### src/sv/pda_pkg.sv
// Shared constants, types and helpers of the polar dye advection block.
// No dependencies; imported by pda_div, polar_dye_advection and the testbench.
package pda_pkg;

   // Grid limits and fixed-point format
   localparam int MAX_ANGLE_CELLS  = 256;
   localparam int MAX_RADIUS_CELLS = 128;
   localparam int FRAC_BITS        = 8;
   localparam int FIELD_CELLS      = MAX_ANGLE_CELLS * MAX_RADIUS_CELLS;
   localparam int ADDR_W           = $clog2(FIELD_CELLS);
   localparam int MIN_ANGLE_CELLS  = 8;
   localparam int MIN_RADIUS_CELLS = 4;

   // Divider geometry: w0*rc*rc needs 25 bits, r*r needs 14
   localparam int DIV_DVD_W = 25;
   localparam int DIV_DVS_W = 14;
   localparam int DIV_CNT_W = $clog2(DIV_DVD_W + 1);

   // Command codes
   localparam logic [1:0] CMD_ADVECT = 2'd0;
   localparam logic [1:0] CMD_INJECT = 2'd1;
   localparam logic [1:0] CMD_READ   = 2'd2;

   // Register indexes
   localparam logic [1:0] REG_ANGLE_CELLS  = 2'd0;
   localparam logic [1:0] REG_RADIUS_CELLS = 2'd1;
   localparam logic [1:0] REG_FADE_STEP    = 2'd2;

   // Register reset values
   localparam logic [8:0] ANGLE_CELLS_RST  = 9'd256;
   localparam logic [7:0] RADIUS_CELLS_RST = 8'd128;
   localparam logic [7:0] FADE_STEP_RST    = 8'd2;

   // Divider result back to the controller
   typedef struct packed {
      logic                 done;
      logic [DIV_DVD_W-1:0] quot;
   } div_rsp_type;

   // Controller states
   typedef enum logic [19:0] {
      S_CLEAR    = 20'h00001,
      S_IDLE     = 20'h00002,
      S_ACCESS   = 20'h00004,
      S_ROW_MUL  = 20'h00008,
      S_ROW_MUL2 = 20'h00010,
      S_OM_GO    = 20'h00020,
      S_DIV_OM   = 20'h00040,
      S_DR_GO    = 20'h00080,
      S_DIV_DR   = 20'h00100,
      S_ROW_BASE = 20'h00200,
      S_PREP     = 20'h00400,
      S_RD0      = 20'h00800,
      S_RD1      = 20'h01000,
      S_RD2      = 20'h02000,
      S_RD3      = 20'h04000,
      S_LAST     = 20'h08000,
      S_LERP     = 20'h10000,
      S_OUT      = 20'h20000,
      S_COPY     = 20'h40000,
      S_FINISH   = 20'h80000
   } state_type;

   // lo + floor((hi - lo) * frac / 2^FRAC_BITS); stays between lo and hi
   function automatic logic [7:0] lerp8(input logic [7:0] lo, input logic [7:0] hi,
                                        input logic [7:0] frac);
      logic signed [8:0]  diff;
      logic signed [17:0] prod;
      logic signed [9:0]  sum;
      diff = $signed({1'b0, hi}) - $signed({1'b0, lo});
      prod = diff * $signed({1'b0, frac});
      sum  = $signed({2'b00, lo}) + $signed(prod[17:FRAC_BITS]);
      return sum[7:0];
   endfunction

endpackage

### src/sv/pda_div.sv
// Restoring divider, one quotient bit per cycle, for the per-row motion terms.
// Depends on pda_pkg.
module pda_div import pda_pkg::*; (
   input  logic                 clock,
   input  logic                 reset,
   input  logic                 start,
   input  logic [DIV_DVD_W-1:0] dividend,
   input  logic [DIV_DVS_W-1:0] divisor,
   output div_rsp_type          rsp
);

   logic                 busy_ff, busy_in;
   logic                 done_ff, done_in;
   logic [DIV_CNT_W-1:0] cnt_ff, cnt_in;
   logic [DIV_DVD_W-1:0] quo_ff, quo_in;
   logic [DIV_DVS_W-1:0] rem_ff, rem_in;
   logic [DIV_DVS_W-1:0] dvs_ff, dvs_in;
   logic [DIV_DVS_W:0]   rem_sh;

   // One shift-subtract step per cycle
   always_comb begin
      busy_in = busy_ff;
      done_in = 1'b0;
      cnt_in  = cnt_ff;
      quo_in  = quo_ff;
      rem_in  = rem_ff;
      dvs_in  = dvs_ff;
      rem_sh  = {rem_ff, quo_ff[DIV_DVD_W-1]};
      if (start) begin
         busy_in = 1'b1;
         cnt_in  = DIV_CNT_W'(DIV_DVD_W);
         quo_in  = dividend;
         rem_in  = '0;
         dvs_in  = divisor;
      end else if (busy_ff) begin
         if (rem_sh >= {1'b0, dvs_ff}) begin
            rem_in = DIV_DVS_W'(rem_sh - {1'b0, dvs_ff});
            quo_in = {quo_ff[DIV_DVD_W-2:0], 1'b1};
         end else begin
            rem_in = rem_sh[DIV_DVS_W-1:0];
            quo_in = {quo_ff[DIV_DVD_W-2:0], 1'b0};
         end
         cnt_in = cnt_ff - 1'b1;
         if (cnt_ff == DIV_CNT_W'(1)) begin
            busy_in = 1'b0;
            done_in = 1'b1;
         end
      end
   end

   always_ff @(posedge clock) begin
      if (reset) begin
         busy_ff <= 1'b0;
         done_ff <= 1'b0;
         cnt_ff  <= '0;
      end else begin
         busy_ff <= busy_in;
         done_ff <= done_in;
         cnt_ff  <= cnt_in;
      end
      quo_ff <= quo_in;
      rem_ff <= rem_in;
      dvs_ff <= dvs_in;
   end

   assign rsp.done = done_ff;
   assign rsp.quot = quo_ff;

endmodule

### config.mk
export PLATFORM = sky130hd
export DESIGN_NAME = pda_div
export DESIGN_NICKNAME = d
export VERILOG_FILES = /design/src/sv/pda_pkg.sv /design/src/sv/pda_div.sv
export SDC_FILE = /design/constraint.sdc
export NUM_CORES = 1
export LEC_CHECK = 0
export BUFFER_PORTS_ARGS = -buffer_cell sky130_fd_sc_hd__buf_4
export CORE_ASPECT_RATIO = 0.9
export CORE_UTILIZATION = 59
export DETAILED_ROUTE_END_ITERATION = 16
export HOLD_SLACK_MARGIN = 0.02
export PLACE_DENSITY_LB_ADDON = 0.12
export SETUP_SLACK_MARGIN = 0.15
export SLEW_MARGIN = 30
export SYNTH_ARGS = -nofsm -noshare
export SYNTH_HDL_FRONTEND = slang
export SYNTH_SLANG_ARGS = --single-unit
### constraint.sdc
create_clock -name clock -period 4.44 [get_ports clock]
set_input_delay 0.222 -clock clock [delete_from_list [all_inputs] [get_ports clock]]
set_output_delay 0.222 -clock clock [all_outputs]
set_load 0.005 [all_outputs]
==> results of run 1 <==
==> how the worst min path moves through the flow <==
stage                                to  slack (ps)  cells past startpoint
detailed placement  dvs_ff[9]$_DFFE_PP_         400                      1
global route        dvs_ff[3]$_DFFE_PP_          30                      1
finish              dvs_ff[3]$_DFFE_PP_          50                      1
floorplan            busy_ff$_SDFF_PP0_         290                      1
global placement    dvs_ff[4]$_DFFE_PP_         400                      1
CTS                 dvs_ff[9]$_DFFE_PP_          40                      1
==> layout make-up <==
type	count	area, um^2	share of cell area
Sequential cell	60	1590	0.402
Multi-Input combinational cell	193	1530	0.385
Timing Repair Buffer	68	510	0.129
Clock buffer	12	145	0.0366
Tap cell	67	83.8	0.0211
Inverter	22	82.6	0.0208
Clock inverter	4	25.0	0.00631
==> stage by stage <==
step	hold slack [ps]	utilization	setup WS (ps)	instances
2_1_floorplan	294	-	2090	288
3_3_place_gp	400	0.718	1840	410
3_5_place_dp	401	0.718	1810	410
4_1_cts	37.2	0.750	1800	426
5_1_grt	32.5	0.750	1690	426
6_report	50.0	0.750	1760	426
==> per-layer routing <==
metal	track usage	vias to the layer above	routed length [um]
met1	0.331	1190	3100
met4	0.0913	0	106
met3	0.0775	15	423
met5	0	-	0
li1	-	1215	-
met2	0.411	84	3370
==> synth_stat cells, drive strengths merged (4+ instances only) <==
cell type	instances
edfxtp	39
mux2	26
inv	22
dfxtp	21
nor2	20
nand2	19
ha	17
o21ai	11
nand3	10
a21oi	9
clkbuf	8
nor3	7
xnor2	7
a21o	6
a311oi	5
buf	5
xor2	5
o21a	4
==> worst max-delay path, cell delays in order (launching register included) <==
cell	delay [ps]
edfxtp_1	410
inv_1	130
ha_1	160
inv_1	50
fa_1	410
a21o_1	220
a221oi_2	400
a211oi_1	170
or3_1	340
o2111ai_1	90
o311ai_0	160
==> layout by cell type, fill, tap and decap left out, drive strengths merged, types with 9 or more instances in the layout <==
cell type  count
ha            17
a21oi          9
inv           22
mux2          26
dfxtp         21
nor2          20
nand3         10
nand2         19
edfxtp        39
buf           68
clkbuf        12
o21ai         11
==> registers in the layout, summed over array words and instances, names as in the netlist <==
signal	flops
busy_ff	1
done_ff	1
rem_ff	14
cnt_ff	5
dvs_ff	14
quo_ff	25
==> power by group <==
group	switching [mW]	total, mW	leakage [nW]	internal (mW)
Combinational	0.119	0.248	1.04	0.129
Clock	0.214	0.430	0.0824	0.216
Sequential	0.0274	0.674	0.561	0.647
==> cell families (layout without fill, tap and decap cells) <==
logic type / after synthesis / after routing / share of synthesized area
compound gates: 65 / 65 / 0.161
xor+xnor: 12 / 12 / 0.0321
fa+ha+maj: 18 / 18 / 0.0711
buf+inv: 35 / 106 / 0.0474
flops: 60 / 60 / 0.486
mux: 27 / 27 / 0.0925
simple gates: 71 / 71 / 0.110
==> results.md, run 1 <==
- Crit. End Element: flop
- CTS Buffer Depth: 2
- Row cnt: 25
- Crit path from: quo_ff[24]$_DFFE_PP_
- Max-cap violations: 0
- Gr usage total: 0.257
- Post-synth top flop: edfxtp_1
- Grt ovf: 0
- Core box area: 5290 um^2
- # diodes: 0
- Post-Syn Nets: 348
- Root Buffer Master: clkbuf_8
- Setup Fix Bufs, Post-CTS: 0
- Sequential element share of the synthesized area: 0.486
- YS warnings: 0
- Via/cell ratio: 5.88
- ANT nets after route: 0
- Peak VDD IR: 247 uV
- Gpl congestion: 0.842
- EDFF count, synth: 39
- Worst r2r path cells: 10
- CP Max Fanout: 4
- Hold Fails Final Rpt: 0
- RSZ-0062 raised after global routing: no
- Placed Area: 3790 um^2
- Synth top area cells: edfxtp_1 36%, dfxtp_1 13%, mux2_2 8.9%, ha_1 6.5%, inv_1 2.5%
- Initial antenna violation count: 0
- Reg2Reg Capture Point: rem_ff[10]$_SDFFE_PP0P_
- Hold WC Path Type: primary input to flop
- CTS Sinks: 60
- Slew headroom: 0.329
- # hold bufs at CTS: 0
- Setup TNS: 0 ps
- Critical Path End: rem_ff[10]$_SDFFE_PP0P_
- Syn_area_per_cell: 11.4 um^2
- Synth area leader: edfxtp_1
- CTS tree: built
- Worst R2R Setup Slack: 1760 ps
- Hold path start: divisor[3]
- Worst R2R Start: quo_ff[24]$_DFFE_PP_
- Worst skew pair latency: 340 ps
- Post-synthesis sequential element count: 60
- Number of port buffers: 67
- Die area: 5850 um^2
- Worst Tran Pin Value: 1000 ps
- DRC Markers: 0
- Lkg Pwr: 1.68 nW
- Final-report max-slew violation count: 0
- Tmin final: 2680 ps
- Status: finished clean
- Top-area cell type share of the netlist area: 0.358
- Final Total Pwr: 1.35 mW
- Post-layout nets: 414
- Via count: 2504
- Design Area, Final: 3960 um^2
- Layout cells sized above 1: 0.337
- Fmax: 0.373 GHz
- Clock Skew: 3.15 ps
- Ratio of final minimum period to clock period: 0.604
- Clock transition at path regs: 70 ps
- Iter 0 DRT Violations: 127
- Async SR Flop Fraction: 0
- Hpwl dp: 4900 um
- Arrival time worst endpoint: 2880 ps
- Worst Setup Path Type: flop to flop
- Cells after synthesis: 288
- Pre-antenna DRT Iters: 5
- P per Cell Area: 341 nW/um^2
- Starting Density: 0.619
- Final wirelength: 7000 um
- I/O pins: 68
- Startpoint Class: flop
- Critical path data required time: 4640 ps
- Library cells used by synthesis: 60
- Vias in the first global route: 2396
- Area growth syn-to-layout: 21.1%
- Final setup fails: 0
- Post-Syn Area: 3270 um^2
- CTS resizes: 0
- Die Width: 80.5 um
- Largest net degree at the start of global routing: 54
- Final-layout fill cell count: 385
- CTS buffer count: 9
- First-pass GRT wire length: 11200 um
- H-Tree Depth: 3
- Detailed-route wire length per cell: 16.4 um
- Die Span Y: 72.6 um
No activity file was read; power rests on OpenSTA's default activity.
==> inputs of run 2 (changes only) <==
--- a/config.mk
+++ b/config.mk
@@ -7,7 +7,7 @@
 export LEC_CHECK = 0
 export BUFFER_PORTS_ARGS = -buffer_cell sky130_fd_sc_hd__buf_4
 export CORE_ASPECT_RATIO = 0.9
-export CORE_UTILIZATION = 59
+export CORE_UTILIZATION = 55
 export DETAILED_ROUTE_END_ITERATION = 16
 export HOLD_SLACK_MARGIN = 0.02
 export PLACE_DENSITY_LB_ADDON = 0.12
==> constraint.sdc (replaced) <==
create_clock -name clock -period 2.5 [get_ports clock]
set_input_delay 0.125 -clock clock [delete_from_list [all_inputs] [get_ports clock]]
set_output_delay 0.125 -clock clock [all_outputs]
set_load 0.005 [all_outputs]
==> run 2 against run 1 <==
Critical endpoint unchanged. Largest cell class is now multi-input gates. Highest routed layer unchanged. Combinational power increased by 120%. Design area up 14%. Clock skew increased by 5.2 ps. Setup slack worse by 1700 ps. Sequential power grew 77%. Global-route usage barely moved. Critical path type unchanged.
==> results.md, run 2 (synthesis results as in run 1) <==
- Clock transition at path regs: 70 ps (about the same)
- Pre-antenna DRT Iters: 5 (unchanged)
- Status: finished clean
- Hold Fails Final Rpt: 0 (unchanged)
- RSZ-0062 raised after global routing: yes
- Tmin final: 2390 ps (-288 ps)
- Area growth syn-to-layout: 37.6%
- Post-layout nets: 458 (+11%)
- Clock Skew: 8.34 ps (+5.19 ps)
- Largest net degree at the start of global routing: 31 (-43%)
- Grt ovf: 0 (unchanged)
- Initial antenna violation count: 0 (unchanged)
- Core box area: 5690 um^2 (+7.7%)
- Setup TNS: 0 ps (unchanged)
- Worst r2r path cells: 10 (unchanged)
- Largest register by flop count: quo_ff
- Iter 0 DRT Violations: 264 (+110%)
- CTS Buffer Depth: 2 (unchanged)
- Vias in the first global route: 2562 (+6.9%)
- Most common cell after layout, fill and taps aside: buf_4
- Arrival time worst endpoint: 2610 ps (-270 ps)
- Most frequent cells in the layout: 95 x buf_4, 39 x edfxtp_1, 26 x mux2_2, 21 x dfxtp_1, 20 x inv_1
- CTS buffer count: 9 (unchanged)
- CTS Sinks: 60 (unchanged)
- I/O pins: 68 (unchanged)
- Worst skew pair latency: 350 ps (about the same)
- Via/cell ratio: 5.75 (-2.1%)
- Final wirelength: 7970 um (+14%)
- Die Span Y: 75.2 um (+3.5%)
- Design Area, Final: 4500 um^2 (+14%)
- Gpl congestion: 0.876 (+4.0%)
- # diodes: 0 (unchanged)
- ANT nets after route: 0 (unchanged)
- Crit. End Element: flop
- DRC Markers: 0 (unchanged)
- PnR worst setup slack: 108 ps (-1650 ps)
- Max-cap violations: 0 (unchanged)
- Lkg Pwr: 1.92 nW (+14%)
- Biggest regs: quo_ff (25), dvs_ff (14), rem_ff (14)
- Post-Place Worst Slack: -41.3 ps (-1850 ps)
- Peak VDD IR: 441 uV (+78%)
- Worst Setup Path Type: flop to flop
- Final setup fails: 0 (unchanged)
- Hold WC Path Type: primary input to flop
- Gr usage total: 0.257 (about the same)
- Detailed-route wire length per cell: 16.8 um (+2.6%)
- WHS Path Cells: 2 (+1)
- Critical path data required time: 2720 ps (-1920 ps)
- Slew headroom: 0.768 (+0.439)
- Number of port buffers: 67 (unchanged)
- Die Width: 83.3 um (+3.5%)
- Fmax: 0.418 GHz (+12%)
- Die area: 6260 um^2 (+7.1%)
- Worst Tran Pin Value: 339 ps (-666 ps)
- CP Max Fanout: 4 (unchanged)
- Layout cells sized above 1: 0.412 (+0.0749)
- Startpoint Class: flop
- Final Total Pwr: 2.67 mW (+97%)
- P per Cell Area: 593 nW/um^2 (+74%)
- Placed Area: 3890 um^2 (+2.7%)
- Ratio of final minimum period to clock period: 0.957 (+0.353)
- Final-report max-slew violation count: 0 (unchanged)
- Final hold slack: 74.5 ps (+24.5 ps)
- Row cnt: 26 (+4.0%)
- First-pass GRT wire length: 12200 um (+8.7%)
- Max reg flops: 25 (unchanged)
- CTS tree: built
- Via count: 2721 (+8.7%)
- H-Tree Depth: 3 (unchanged)
- Hpwl dp: 5080 um (+3.8%)
- Root Buffer Master: clkbuf_8
- Starting Density: 0.575 (-0.0442)
run 2: changes by cell type in the layout (fill, tap and decap cells not counted), moves of 3 or more:
cell,change
buf_4,+27
dlygate4sd3_1,+15
clkbuf_8,+3
ha_1,-4
run 2: final timing paths:
path | from | slack, ps | endpoint
setup / recovery | quo_ff[24]$_DFFE_PP_ | 110 | rem_ff[10]$_SDFFE_PP0P_
hold / removal | dividend[10] | 70 | quo_ff[10]$_DFFE_PP_
setup reg to reg | quo_ff[24]$_DFFE_PP_ | 110 | rem_ff[10]$_SDFFE_PP0P_
hold reg to reg | rem_ff[8]$_SDFFE_PP0P_ | 510 | rem_ff[8]$_SDFFE_PP0P_
run 2: worst max-delay path, stage by stage (launching register included):
cell and delay (ps):
edfxtp_1 400, inv_2 100, ha_4 120, inv_2 30, fa_2 340, a21o_1 220
a221oi_4 340, a211oi_2 140, or3_1 380, o2111ai_2 90, o311ai_1 120
run 2: per-stage QoR:
stage | cells | util
floorplan | 288 | -
global placement | 426 | 0.684
detailed placement | 426 | 0.684
CTS | 462 | 0.761
global route | 473 | 0.791
finish | 473 | 0.791
run 2: layout make-up:
cell class,count,area (um^2)
multi-input combinational,194,1650
sequential,60,1590
fill,360,1190
timing repair buffer,111,875
clock buffer,15,186
tap,70,87.6
inverter,22,82.6
clock inverter,1,30.0
run 2: power breakdown:
group          switching, mW  internal, mW  leakage (nW)
logic                  0.252         0.287          1.25
registers             0.0459          1.15         0.561
clock network          0.365         0.570         0.110
total                  0.663          2.01          1.92
run 2: what timing repair did:
item                                    CTS  global route
pin swaps                                 9            12
cloned                                    0             1
resized for setup                         9            16
buffers inserted                          5            10
endpoints found under the hold margin    21             0
endpoints found under the setup margin    7            14
hold buffers                             15             0
run 2: routing by layer:
metal / share of wire / routed length, um / GRT usage
met1: 0.41 / 3250 / 0.317
met2: 0.51 / 4080 / 0.444
met3: 0.067 / 537 / 0.0768
met4: 0.012 / 97 / 0.0805
met5: 0 / 0 / 0
